## config.mk

```make
export PLATFORM = sky130hd
export DESIGN_NAME = qubc_front
export DESIGN_NICKNAME = d
export VERILOG_FILES = /design/src/rtl/core/quadtree_uniform_block_counter_macros.svh /design/src/rtl/core/qubc_pkg.sv /design/src/rtl/core/qubc_front.sv
export SDC_FILE = /design/constraint.sdc
export NUM_CORES = 1
export LEC_CHECK = 0
export ABC_AREA = 1
export BUFFER_PORTS_ARGS = -buffer_cell sky130_fd_sc_hd__buf_2
export CORE_MARGIN = 10
export CORE_UTILIZATION = 50
export CTS_CLUSTER_SIZE = 28
export DETAILED_ROUTE_END_ITERATION = 10
export PLACE_DENSITY = 0.78
export SETUP_SLACK_MARGIN = 0.3
export SKIP_LAST_GASP = 1
export SLEW_MARGIN = 20
export SYNTH_ARGS = -nofsm -noshare
export SYNTH_HDL_FRONTEND = slang
export SYNTH_SLANG_ARGS = --single-unit
```

## constraint.sdc

```tcl
create_clock -name clock -period 1.8 [get_ports clock]
set_clock_uncertainty 0.1 [all_clocks]
set_input_delay 0.09 -clock clock [delete_from_list [all_inputs] [get_ports clock]]
set_output_delay 0.09 -clock clock [all_outputs]
set_load 0.005 [all_outputs]
```

## src/rtl/core/quadtree_uniform_block_counter_macros.svh

```systemverilog
// Assertion macros shared by the quadtree block counter RTL.
`ifndef QUADTREE_UNIFORM_BLOCK_COUNTER_MACROS_SVH
`define QUADTREE_UNIFORM_BLOCK_COUNTER_MACROS_SVH

// Same-cycle implication, disabled during reset.
`define QUBC_ASSERT_NOW(lbl, clk, rst, ante, cons) \
   lbl: assert property (@(posedge clk) disable iff (rst) (ante) |-> (cons)) \
      else $error("qubc assertion failed");

// Next-cycle implication, disabled during reset.
`define QUBC_ASSERT_NEXT(lbl, clk, rst, ante, cons) \
   lbl: assert property (@(posedge clk) disable iff (rst) (ante) |=> (cons)) \
      else $error("qubc assertion failed");

`endif

```

## src/rtl/core/qubc_pkg.sv

```systemverilog
// Shared types and constants of the quadtree block counter.
package qubc_pkg;

   localparam int COUNT_W = 15;

   typedef enum logic [1:0] {
      ST_LOAD,
      ST_READ,
      ST_MERGE,
      ST_DONE
   } state_type;

   // One classified request as it travels through the queue.
   typedef struct packed {
      logic last;
      logic pixel;
   } pixel_entry_type;

   // Status of a finished block: mixed, or uniform with the given color.
   typedef struct packed {
      logic mixed;
      logic color;
   } blk_status_type;

endpackage

```

## src/rtl/core/qubc_front.sv

```systemverilog
// Front end: side register, load position and last-pixel detection.
module qubc_front #(
   parameter int MAX_SIDE_LOG2 = 7,
   parameter int ADDR_W = 2 * MAX_SIDE_LOG2,
   parameter int LG_W = $clog2(MAX_SIDE_LOG2 + 1)
) (
   input  logic                      clock,
   input  logic                      reset,
   input  logic                      csr_wen,
   input  logic [2:0]                csr_wdata,
   input  logic                      req_valid,
   output logic                      req_ready,
   input  logic                      req_pixel,
   output logic [LG_W-1:0]           lg,
   output logic                      push_valid,
   input  logic                      push_ready,
   output logic [ADDR_W-1:0]         push_addr,
   output qubc_pkg::pixel_entry_type push_entry
);

   logic [2:0]        side_ff, side_in;
   logic [ADDR_W-1:0] pos_ff, pos_in;
   logic [3:0]        side_ext;
   logic [3:0]        max_ext;
   logic [3:0]        used_ext;
   logic [ADDR_W-1:0] last_pos;
   logic              is_last;

   always_comb begin
      side_ext = {1'b0, side_ff};
      max_ext  = 4'(MAX_SIDE_LOG2);
      used_ext = (side_ext > max_ext) ? max_ext : side_ext;
      lg       = used_ext[LG_W-1:0];
      last_pos = ~({ADDR_W{1'b1}} << {lg, 1'b0});
      is_last  = (pos_ff == last_pos);
   end

   assign req_ready        = push_ready;
   assign push_valid       = req_valid;
   assign push_addr        = pos_ff;
   assign push_entry.last  = is_last;
   assign push_entry.pixel = req_pixel;

   always_comb begin
      side_in = side_ff;
      pos_in  = pos_ff;
      if (csr_wen) begin
         side_in = csr_wdata;
         pos_in  = '0;
      end else if (req_valid && push_ready) begin
         pos_in = is_last ? '0 : pos_ff + 1'b1;
      end
   end

   always_ff @(posedge clock) begin
      if (reset) begin
         side_ff <= 3'd7;
         pos_ff  <= '0;
      end else begin
         side_ff <= side_in;
         pos_ff  <= pos_in;
      end
   end

endmodule

```

==> results.txt <==
GP Congestion: 0.8120
Peak Freq: 618.2 MHz
Post-synth EDFFs: 0
post-synthesis async set-or-reset flop share: 0%
Netlist cell types: 18
Vias: 1086
final setup fails: 0
root cell of the clock tree: clkbuf_4
MaxCap Viol Count: 0
worst hold endpoint: push_entry[0]
via/cell ratio: 4.982
TritonCTS clock tree: yes
sequential area share after synthesis: 34.13%
Min-Delay Path Class: input pin to primary output
die height: 64.66 um
Most used DFF post-synth: dfxtp_1
grt total ovfl: 0
top-area cell type share of the netlist area: 34.13%
Max VDD drop: 0.3648 mV
Final #Nets: 202
IO buf count: 27
Core Rows: 16
clock sinks: 17
FF+latch count, synth: 17
Hold Path Stages: 0
status: completed
top post-synthesis cells by count: nand2_1, inv_1, nor2_1, dfxtp_1
Post-Place Worst Slack: 262.9 ps
Reg clk slew, reported paths: 100 ps
Syn Nets: 165
Wirelength per Cell: 12.61 um
die area: 4181 um^2
Ys Warns: 0
share of layout cells above drive strength 1: 29.32%
largest net degree at the start of global routing: 10
dpl hpwl: 1987 um
Synth Cell Area: 997.2 um^2
syn_area_per_cell: 6.434 um^2
most common cell in the synthesized netlist: nand2_1
TNS Setup: 0 ps
RSZ-0062 raised after global routing: yes
P_leak: 0.6191 nW
Core Area: 1922 um^2
Boundary Pins: 30
Critical Path RT: 1610 ps
DIE WIDTH: 64.66 um
Relative slew margins: 83.50%
drt pass-1 iters: 4
initial detailed-routing violation count: 29
Power Dens Cells: 528.9 nW/um^2
beginning of the worst hold path: req_pixel
CTS Buf Count: 3
fin crit share: 89.87%
min cycle time layout: 1618 ps
CP Class: flop to primary output
Final Worst Setup Slack: 182.3 ps
htree depth: 1
Reg2Reg Setup Slack: 320 ps
worst skew pair latency: 300 ps
drc violations: 0
total power: 690.9 uW
Max Slew Vio Count: 0
number of global-route vias before repair: 1020
Synth-to-Final Area Change: 30.99%
first-pass GRT wire length: 4478 um
Worst setup SP type: flop
Antenna diodes: 0
final hold vios: 0
synth top area cells: dfxtp_1, nand2_1, inv_1, nor2_1, xor2_1
Crit Reg-Reg Startpoint: push_addr[0]
WP data arrival: 1430 ps
Synth Instances: 155
CP Max Fanout: 7
CTS Buffer Depth: 2
reg2reg path depth: 8
actual slew at the worst max-slew pin: 247.3 ps
Initial Utilization: 51.89%
Reg-to-Reg End: push_addr[10]
routed wire length: 2748 um
initial antenna violation count: 0
Post-DRT Antenna Nets: 0
Yosys top cell by area: dfxtp_1
Total GRT Usage: 12.99%
fill cell count: 184
critical path capture point type: primary output
-- kinds of logic after synthesis --
logic type               synth area share [%]
AO/OA/AOI/OAI                           7.528
flip-flops                              34.13
AND/OR/NAND/NOR                         38.02
XOR/XNOR                                7.027
adder cells (fa/ha/maj)                 1.255
buffers and inverters                   12.05
-- per-layer routing --
metal	part of all wire [%]	GRT usage (%)	vias to the layer above
met3	7.5	3.608	5
li1	-	-	553
met2	50	23.28	35
met4	1.5	5.080	0
met5	0	0	-
met1	41	14.09	493
-- layout by cell type, fill, tap and decap left out, drive strengths merged --
master       instances
a21oi                7
and3                 1
buf                 30
clkbuf               4
dfxtp               17
dlygate4sd3          6
ha                   1
inv                 24
nand2               45
nand3                8
nand4                5
nor2                24
nor3                 2
o21ai                8
or2                  1
xnor2                1
xor2                 7
-- report_power, final --
group / switching (mW) / internal (mW) / total, mW
registers: 0.0110 / 0.380 / 0.391
logic: 0.0458 / 0.0379 / 0.0837
clock network: 0.130 / 0.0866 / 0.216
total: 0.187 / 0.504 / 0.691
-- registers in the layout, summed over array words and instances, names as in the netlist --
register and flops:
push_addr 14, lg 3
-- through the flow --
step	util [%]	instance area, um^2	cells	hold WS [ps]
3_5_place_dp	59.11	1136	205	80.06
5_1_grt	67.97	1306	218	80.01
2_1_floorplan	-	997.2	155	89.72
6_report	67.97	1306	218	80.00
3_3_place_gp	59.11	1136	205	80.06
4_1_cts	66.28	1274	218	80.06
-- worst max-delay path by stage --
stage	startpoint	slack [ps]	end	depth (start not counted)
4_1_cts	lg[2]	200	push_entry[1]	7
3_3_place_gp	lg[2]	320	push_addr[1]	8
5_1_grt	lg[2]	70	push_entry[1]	7
3_5_place_dp	push_addr[0]	260	push_addr[12]	8
6_report	lg[2]	180	push_entry[1]	8
2_1_floorplan	push_addr[0]	360	push_addr[8]	9
-- final cells by class --
type | count | area [um^2] | area share [%]
sequential | 17 | 359.1 | 27.49
timing repair buffer | 36 | 226.5 | 17.34
inverter | 24 | 90.09 | 6.897
multi-input combinational | 110 | 570.5 | 43.68
tap | 27 | 33.78 | 2.586
clock buffer | 4 | 26.28 | 2.011
-- critical path, stage by stage (launching register included) --
cell and delay [ps]:
dfxtp_4 420, nand2_2 80, inv_2 60, nand2_1 40, nand2_1 50, nand2_1 70, nor2_2 130, and3_4 190
buf_6 90
-- timing repair --
item,4_1_cts,5_1_grt
hold buffers,7,1
gates resized for setup,16,12
pin swaps,2,3
endpoints found under the hold margin,3,2
endpoints found under the setup margin,9,15
setup buffers,2,1
No activity file was read; power rests on OpenSTA's default activity.
