**src/rtl/core/quadtree_uniform_block_counter_macros.svh**
```systemverilog
// Assertion macros shared by the quadtree block counter RTL.
`ifndef QUADTREE_UNIFORM_BLOCK_COUNTER_MACROS_SVH
`define QUADTREE_UNIFORM_BLOCK_COUNTER_MACROS_SVH

// Same-cycle implication, disabled during reset.
`define QUBC_ASSERT_NOW(lbl, clk, rst, ante, cons) \
   lbl: assert property (@(posedge clk) disable iff (rst) (ante) |-> (cons)) \
      else $error("qubc assertion failed");

// Next-cycle implication, disabled during reset.
`define QUBC_ASSERT_NEXT(lbl, clk, rst, ante, cons) \
   lbl: assert property (@(posedge clk) disable iff (rst) (ante) |=> (cons)) \
      else $error("qubc assertion failed");

`endif

```
**src/rtl/core/qubc_queue.sv**
```systemverilog
// Two-entry queue between the front end and the decomposition engine.
module qubc_queue #(
   parameter int WIDTH = 16
) (
   input  logic             clock,
   input  logic             reset,
   input  logic             push_valid,
   output logic             push_ready,
   input  logic [WIDTH-1:0] push_data,
   output logic             pop_valid,
   input  logic             pop_ready,
   output logic [WIDTH-1:0] pop_data
);

   logic [WIDTH-1:0] data_ff [2];
   logic             wr_ff, wr_in;
   logic             rd_ff, rd_in;
   logic [1:0]       cnt_ff, cnt_in;
   logic             do_push;
   logic             do_pop;

   assign push_ready = (cnt_ff != 2'd2);
   assign pop_valid  = (cnt_ff != 2'd0);
   assign pop_data   = data_ff[rd_ff];
   assign do_push    = push_valid && push_ready;
   assign do_pop     = pop_valid && pop_ready;

   always_comb begin
      wr_in  = do_push ? ~wr_ff : wr_ff;
      rd_in  = do_pop ? ~rd_ff : rd_ff;
      cnt_in = cnt_ff + {1'b0, do_push} - {1'b0, do_pop};
   end

   always_ff @(posedge clock) begin
      if (do_push) begin
         data_ff[wr_ff] <= push_data;
      end
   end

   always_ff @(posedge clock) begin
      if (reset) begin
         wr_ff  <= 1'b0;
         rd_ff  <= 1'b0;
         cnt_ff <= 2'd0;
      end else begin
         wr_ff  <= wr_in;
         rd_ff  <= rd_in;
         cnt_ff <= cnt_in;
      end
   end

endmodule

```
**config.mk**
```make
export PLATFORM = sky130hd
export DESIGN_NAME = qubc_queue
export DESIGN_NICKNAME = d
export VERILOG_FILES = /design/src/rtl/core/quadtree_uniform_block_counter_macros.svh /design/src/rtl/core/qubc_queue.sv
export SDC_FILE = /design/constraint.sdc
export NUM_CORES = 1
export LEC_CHECK = 0
export ABC_AREA = 1
export ABC_CLOCK_PERIOD_IN_PS = 2000
export BUFFER_PORTS_ARGS = -buffer_cell sky130_fd_sc_hd__clkbuf_2
export CAP_MARGIN = 0
export CORE_MARGIN = 1
export CORE_UTILIZATION = 51
export DETAILED_ROUTE_END_ITERATION = 16
export PLACE_DENSITY = 0.77
export SETUP_SLACK_MARGIN = 0.2
export SYNTH_ARGS = -nofsm -noshare
export SYNTH_HDL_FRONTEND = slang
export SYNTH_SLANG_ARGS = --single-unit
```
**constraint.sdc**
```tcl
create_clock -name clock -period 2 [get_ports clock]
set_input_delay 0.3 -clock clock [delete_from_list [all_inputs] [get_ports clock]]
set_output_delay 0.3 -clock clock [all_outputs]
set_load 0.005 [all_outputs]
```
==> flow_metrics.tcl, run 1 <==
set metrics [dict create \
    worst-slew-pin-transition_ns 0.283 \
    max_cap_viol_count 0 \
    cts_tree "built" \
    outcome "completed" \
    wire_per_inst_um 13.5 \
    grt_util_met2_pct 29.6 \
    dp.cells 156 \
    worstPathRequired_ns 1.70 \
    clock-sinks 37 \
    rsz0062_at_grt "false" \
    critPathKind "flip-flop to output port" \
    slowest_delay_ns 0.39 \
    period_minus_slack_ns 1.66 \
    clock-root-buffer "clkbuf_4" \
    timing.critical_path.to "pop_data[2]" \
    start_util_pct 56.1 \
    crit_arrival_ns 1.36 \
    synth-compound-area-share_pct 0.688 \
    finalNonFillerCells 164 \
    intPower_mw 1.46 \
    rrSetupSlack_ns 0.47 \
    antenna_found_initial 0 \
    drt_iter0_drc 19 \
    pwr_density_cell_nw_per_um2 1160 \
    met1_usage_pct 17.3 \
    cts_buffer_depth 2 \
    final_common_cell "clkbuf_2" \
    fillers 191 \
    p_sw_mw 0.564 \
    clk_transition_reported_paths_ns 0.10 \
    fin_skew_ns 0.00920 \
    wirelength_um 2220 \
    rows 18 \
    grt_pass1_vias 868 \
    htreeDepth 2 \
    gr-total-overflow 0 \
    synth-xor-area-share_pct 0 \
    p_clk_share_pct 19.5 \
    crit_family "flip-flops" \
    irDropWorstVdd_mv 0.744 \
    vias 810 \
    holdPathStages 2 \
    seqPwrFrac_pct 51.1 \
    syn_nets 109 \
    power_frac_comb_pct 29.4 \
    tns_ns 0 \
    rr_worst_depth 10 \
    r2r_start "cnt_ff[0]$_SDFF_PP0_" \
    hp-class "primary input to flip-flop" \
    r2r-end "cnt_ff[1]$_SDFF_PP0_" \
    critPathLaunchType "flip-flop" \
    holdWs_ns 0.132 \
    crit_buf_inv 2 \
    drive_above_1_share_pct 48.5 \
    ctsHoldBuffers 0 \
    crit_slowest_cell "dfxtp_2" \
    synth-simple-area-share_pct 5.42 \
    cts_made_buffers 5 \
    multi_input_area_um2 332 \
    fmax_ghz 0.601 \
    crit_fanout 13 \
    grtUsageTotal_pct 16.6 \
    regArea_um2 1060 \
    period_share_pct 83.2 \
    yosysWarnings 0 \
    die-area_um2 3070 \
    pin_count 38 \
    die_y_um 55.4 \
    leakage_nw 0.749 \
    post-route-drc-count 0 \
    synthMuxAreaShare_pct 15.0 \
    postRouteAntennaNets 0 \
    die_x_um 55.4 \
    gr-usage-met3_pct 6.79 \
    swShare_pct 27.9 \
    synth_fa_ha_area_share_pct 1.72 \
    clkLatencyLatePin_ns 0.33 \
    drt_pass1_iterations 4 \
    gp_congestion 0.632 \
    final_area_um2 1740 \
    diodes 0 \
    netlist_area_um2 1450 \
    grt_first_pass_wirelength_um 3800 \
    drv_slew 0 \
    syn_area_per_cell_um2 16.7 \
    core_area_um2 2590 \
    ys_ff_latch 37 \
    ys_seq_area_share_pct 73.0 \
    worstSetupEndpointType "output port" \
    grt_max_degree 14 \
    finalSetupViolations 0 \
    vias_per_cell 4.94 \
    crit_chain "buf_8 -> mux2_2 -> clkbuf_2" \
    final_cell_mix "clkbuf_2 (37), edfxtp_1 (32), mux2_4 (10)" \
    slew_headroom_pct 81.1 \
    dpl-instance-area_um2 1680 \
    dp_hpwl_um 1620 \
    syn_inst 87 \
    finalHoldViolations 0 \
    crit_cells 3 \
    area_delta_synth_final_pct 20.0 \
    ys_types 12 \
    portBuffers 37 \
    nets 155 \
    synth_top_family_by_area "multiplexers" \
    top_usage_layer "met2" \
]
synth_stat cells (all sizes together):
cell | n | area (µm²)
nor2 | 9 | 33.8
nand3 | 3 | 15.0
dfxtp | 5 | 100
ha | 2 | 25.0
inv | 8 | 30.0
edfxtp | 32 | 961
nand2 | 8 | 30.0
buf | 2 | 31.3
a21oi | 2 | 10.0
mux2 | 16 | 218
flip-flops by register name, indices dropped and copies added, names as in the netlist, named ones only:
| name | flops |
|---|---|
| data_ff | 32 |
| rd_ff | 1 |
| wr_ff | 1 |
| cnt_ff | 2 |
how the worst min path moves through the flow:
stage,startpoint,endpoint,slack [ns]
2_1_floorplan,reset,cnt_ff[0]$_SDFF_PP0_,0.37
3_3_place_gp,reset,cnt_ff[0]$_SDFF_PP0_,0.47
3_5_place_dp,reset,cnt_ff[0]$_SDFF_PP0_,0.48
4_1_cts,reset,cnt_ff[0]$_SDFF_PP0_,0.12
5_1_grt,reset,cnt_ff[0]$_SDFF_PP0_,0.11
6_report,reset,cnt_ff[0]$_SDFF_PP0_,0.13
worst reg2reg max path: cells and delay by family (launching register included):
family                   cells  cell delay (ns)
AO/OA/AOI/OAI                1             0.13
AND/OR/NAND/NOR              4             0.33
adder cells (fa/ha/maj)      2             0.46
flip-flops                   1             0.37
buffers and inverters        3             0.15
routing by layer:
metal | routed length, µm | part of all wire (%)
met1 | 909 | 41
met2 | 1160 | 52
met3 | 128 | 5.8
met4 | 23 | 1.0
met5 | 0 | 0
power by group through the flow:
| stage | logic, mW | clock network [mW] | registers [mW] |
|---|---|---|---|
| after floorplan | 0.409 | 0 | 1.03 |
| after global placement | 0.570 | 0 | 1.04 |
| after detailed placement | 0.591 | 0 | 1.05 |
| after CTS | 0.596 | 0.411 | 1.03 |
| after global routing | 0.656 | 0.436 | 1.05 |
| final | 0.594 | 0.394 | 1.03 |
timing repair:
action,4_1_cts,5_1_grt
setup endpoints to repair,3,3
pin swaps,0,0
resized for setup,1,2
setup buffers,0,0
cell families (layout without fill, tap and decap cells):
family,Yosys count,after routing
flops,37,37
simple gates,20,20
mux,16,16
buf+inv,10,57
fa+ha+maj,2,2
compound gates,2,2
cell type report:
| cell class | count | area share [%] |
|---|---|---|
| clock buffer | 6 | 2.94 |
| clock inverter | 2 | 0.502 |
| inverter | 8 | 1.72 |
| multi-input combinational | 40 | 19.0 |
| sequential | 37 | 60.9 |
| tap | 30 | 2.15 |
| timing repair buffer | 41 | 12.8 |
through the flow:
stage          util, %  total power, mW  setup slack, ns
2_1_floorplan        -             1.44            0.335
3_3_place_gp      64.7             1.61            0.542
3_5_place_dp      64.7             1.64            0.469
4_1_cts           67.1             2.04            0.228
5_1_grt           67.3             2.14            0.269
6_report          67.3             2.02            0.337
Power figures use the tool's default switching activity.
==> inputs of run 2 (changes only) <==
ABC_AREA = 0   (was 1)
ABC_CLOCK_PERIOD_IN_PS = 1700   (was 2000)
PLACE_DENSITY = 0.78   (was 0.77)
clock period = 1.7 ns   (was 2 ns; I/O delays follow)
==> flow_metrics.tcl, run 2 <==
set metrics [dict create \
    syn_inst 74 \
    crit_fanout 7 \
    die_x_um 55.1 \
    netlist_area_um2 1440 \
    cts_made_buffers 5 \
    synth_edf_count 32 \
    rsz0062_at_grt "true" \
    ys_ff_latch 37 \
    wire_per_inst_um 14.9 \
    drive_above_1_share_pct 64.1 \
    holdPathStages 1 \
    gp_congestion 0.575 \
    ys.flop_type "edfxtp_1" \
    fmax_ghz 0.654 \
    hp-class "primary input to flip-flop" \
    drt_pass1_iterations 3 \
    gr-total-overflow 0 \
    ys_seq_area_share_pct 73.7 \
    crit_arrival_ns 1.28 \
    grt_pass1_vias 803 \
    fin_util_pct 74.0 \
    yosys-top-cells-count "edfxtp_1 (32), mux2_4 (11), mux2_1 (6), dfxtp_1 (5), nor2_1 (5)" \
    ys_types 16 \
    grt_max_degree 17 \
    worstPathRequired_ns 1.44 \
    slew_headroom_pct 84.9 \
    portBuffers 37 \
    final_cell_mix "clkbuf_2 (36), edfxtp_1 (32), mux2_4 (17)" \
    met1_usage_pct 17.0 \
    synth_top_area_share_pct 66.8 \
    syn_nets 96 \
    nets 149 \
    die-area_um2 3040 \
    worstSetupEndpointType "output port" \
    die_y_um 55.1 \
    drt_iter0_drc 10 \
    diodes 0 \
    irDropWorstVdd_mv 1.11 \
    outcome "completed" \
    wirelength_um 2350 \
    grt_first_pass_wirelength_um 3420 \
    pin_count 38 \
    rows 18 \
    area_delta_synth_final_pct 32.1 \
    cts_tree "built" \
    tns_ns 0 \
    ctsHoldBuffers 0 \
    fillers 182 \
    clock-root-buffer "clkbuf_4" \
    finalSetupViolations 0 \
    critPathKind "flip-flop to output port" \
    yosys.area.top_type "edfxtp_1" \
    cts_buffer_depth 2 \
    async_flop_share_pct 0 \
    dp_hpwl_um 1580 \
    vias 808 \
    regMostFlops "data_ff" \
    grt_util_met2_pct 32.9 \
    drv_slew 0 \
    reg.largest.list "data_ff: 32 flops, cnt_ff: 2 flops" \
    min_from "push_data[3]" \
    core_area_um2 2570 \
    finalHoldViolations 0 \
    clk_transition_reported_paths_ns 0.10 \
    final_common_cell "clkbuf_2" \
    rr_worst_depth 7 \
    critPathLaunchType "flip-flop" \
    period_share_pct 90.0 \
    post-route-drc-count 0 \
    antenna_found_initial 0 \
    worst-slew-pin-transition_ns 0.226 \
    gr-usage-met3_pct 6.01 \
    top_usage_layer "met2" \
    grtUsageTotal_pct 18.2 \
    yosysWarnings 0 \
    netlist_top_cells_area "edfxtp_1 (67%), mux2_4 (11%), dfxtp_1 (7.0%)" \
    max_cap_viol_count 0 \
    r2r_start "cnt_ff[1]$_SDFF_PP0_" \
    vias_per_cell 5.11 \
    postRouteAntennaNets 0 \
    clock-sinks 37 \
    clkLatencyLatePin_ns 0.33 \
    largest_reg_flops 32 \
    syn_area_per_cell_um2 19.4 \
    period_minus_slack_ns 1.53 \
    start_util_pct 56.0 \
    leakage_nw 0.789 \
    pwr_density_cell_nw_per_um2 1430 \
    yosysMostFrequentCell "edfxtp_1" \
    htreeDepth 2 \
    fin_skew_ns 0.00330 \
]
run 2: changes by cell type in the layout (fill, tap and decap cells not counted), moves of 3 or more:
cell / previous run / this run
mux2_4: 10 / 17
nand2_1: 8 / 0
nand3_1: 3 / 0
buf_4: 3 / 9
mux2_2: 6 / 0
inv_1: 8 / 0
nor2_1: 9 / 4
run 2: critical path: stages, from the launching register on:
cell and delay [ns]:
dfxtp_4 0.39, buf_8 0.14, mux2_4 0.30, buf_6 0.11
run 2: kinds of logic (layout without fill, tap and decap cells):
| logic type | count (synthesis) | count (layout) | synth area share [%] |
|---|---|---|---|
| buf+inv | 3 | 57 | 1.83 |
| simple gates | 11 | 11 | 4.09 |
| compound gates | 1 | 1 | 0.609 |
| xor+xnor | 3 | 3 | 1.83 |
| fa+ha+maj | 2 | 2 | 1.74 |
| flops | 37 | 37 | 73.7 |
| mux | 17 | 17 | 16.2 |
run 2: metal layers:
layer / part of all wire, % / wire length (µm) / vias to the layer above
met1: 38 / 881 / 390
met2: 56 / 1320 / 29
met3: 4.9 / 116 / 5
li1: - / - / 384
met4: 1.5 / 36 / 0
met5: 0 / 0 / -
run 2: path summary, 6_finish.rpt:
path / to / slack [ns]
setup / recovery: pop_data[5] / 0.17
hold / removal: data_ff[1][3]$_DFFE_PP_ / 0.11
setup reg to reg: cnt_ff[1]$_SDFF_PP0_ / 0.18
hold reg to reg: rd_ff$_SDFFE_PP0P_ / 0.54
run 2: area by class of cell:
cell class / count / area, µm² / share of cell area, %
Clock buffer: 6 / 41.3 / 2.17
Clock inverter: 2 / 33.8 / 1.78
Inverter: 1 / 3.75 / 0.197
Multi-Input combinational cell: 34 / 425 / 22.4
Sequential cell: 37 / 1070 / 56.3
Tap cell: 30 / 37.5 / 1.97
Timing Repair Buffer: 48 / 289 / 15.2
run 2: repair_timing:
item,in CTS,in global routing
endpoints found under the setup margin,17,17
pin swaps,7,1
setup buffers,5,1
gates resized for setup,23,2
endpoints found under the hold margin,0,0
run 2: power breakdown:
group	internal, mW	leakage [nW]	switching (mW)
sequential	1.16	0.342	0.0721
clock	0.306	0.0399	0.261
combinational	0.559	0.407	0.367
total	2.02	0.789	0.701
run 2: stage by stage:
| step | instances | hold slack (ns) | instance area [µm²] | total power [mW] | setup WS, ns |
|---|---|---|---|---|---|
| 5_1_grt | 158 | 0.0800 | 1900 | 2.87 | 0.108 |
| 3_3_place_gp | 144 | 0.445 | 1680 | 1.89 | 0.212 |
| 2_1_floorplan | 74 | 0.327 | 1440 | 1.67 | 0.234 |
| 6_report | 158 | 0.106 | 1900 | 2.72 | 0.170 |
| 4_1_cts | 157 | 0.0883 | 1890 | 2.72 | 0.155 |
| 3_5_place_dp | 144 | 0.450 | 1680 | 1.92 | 0.0674 |
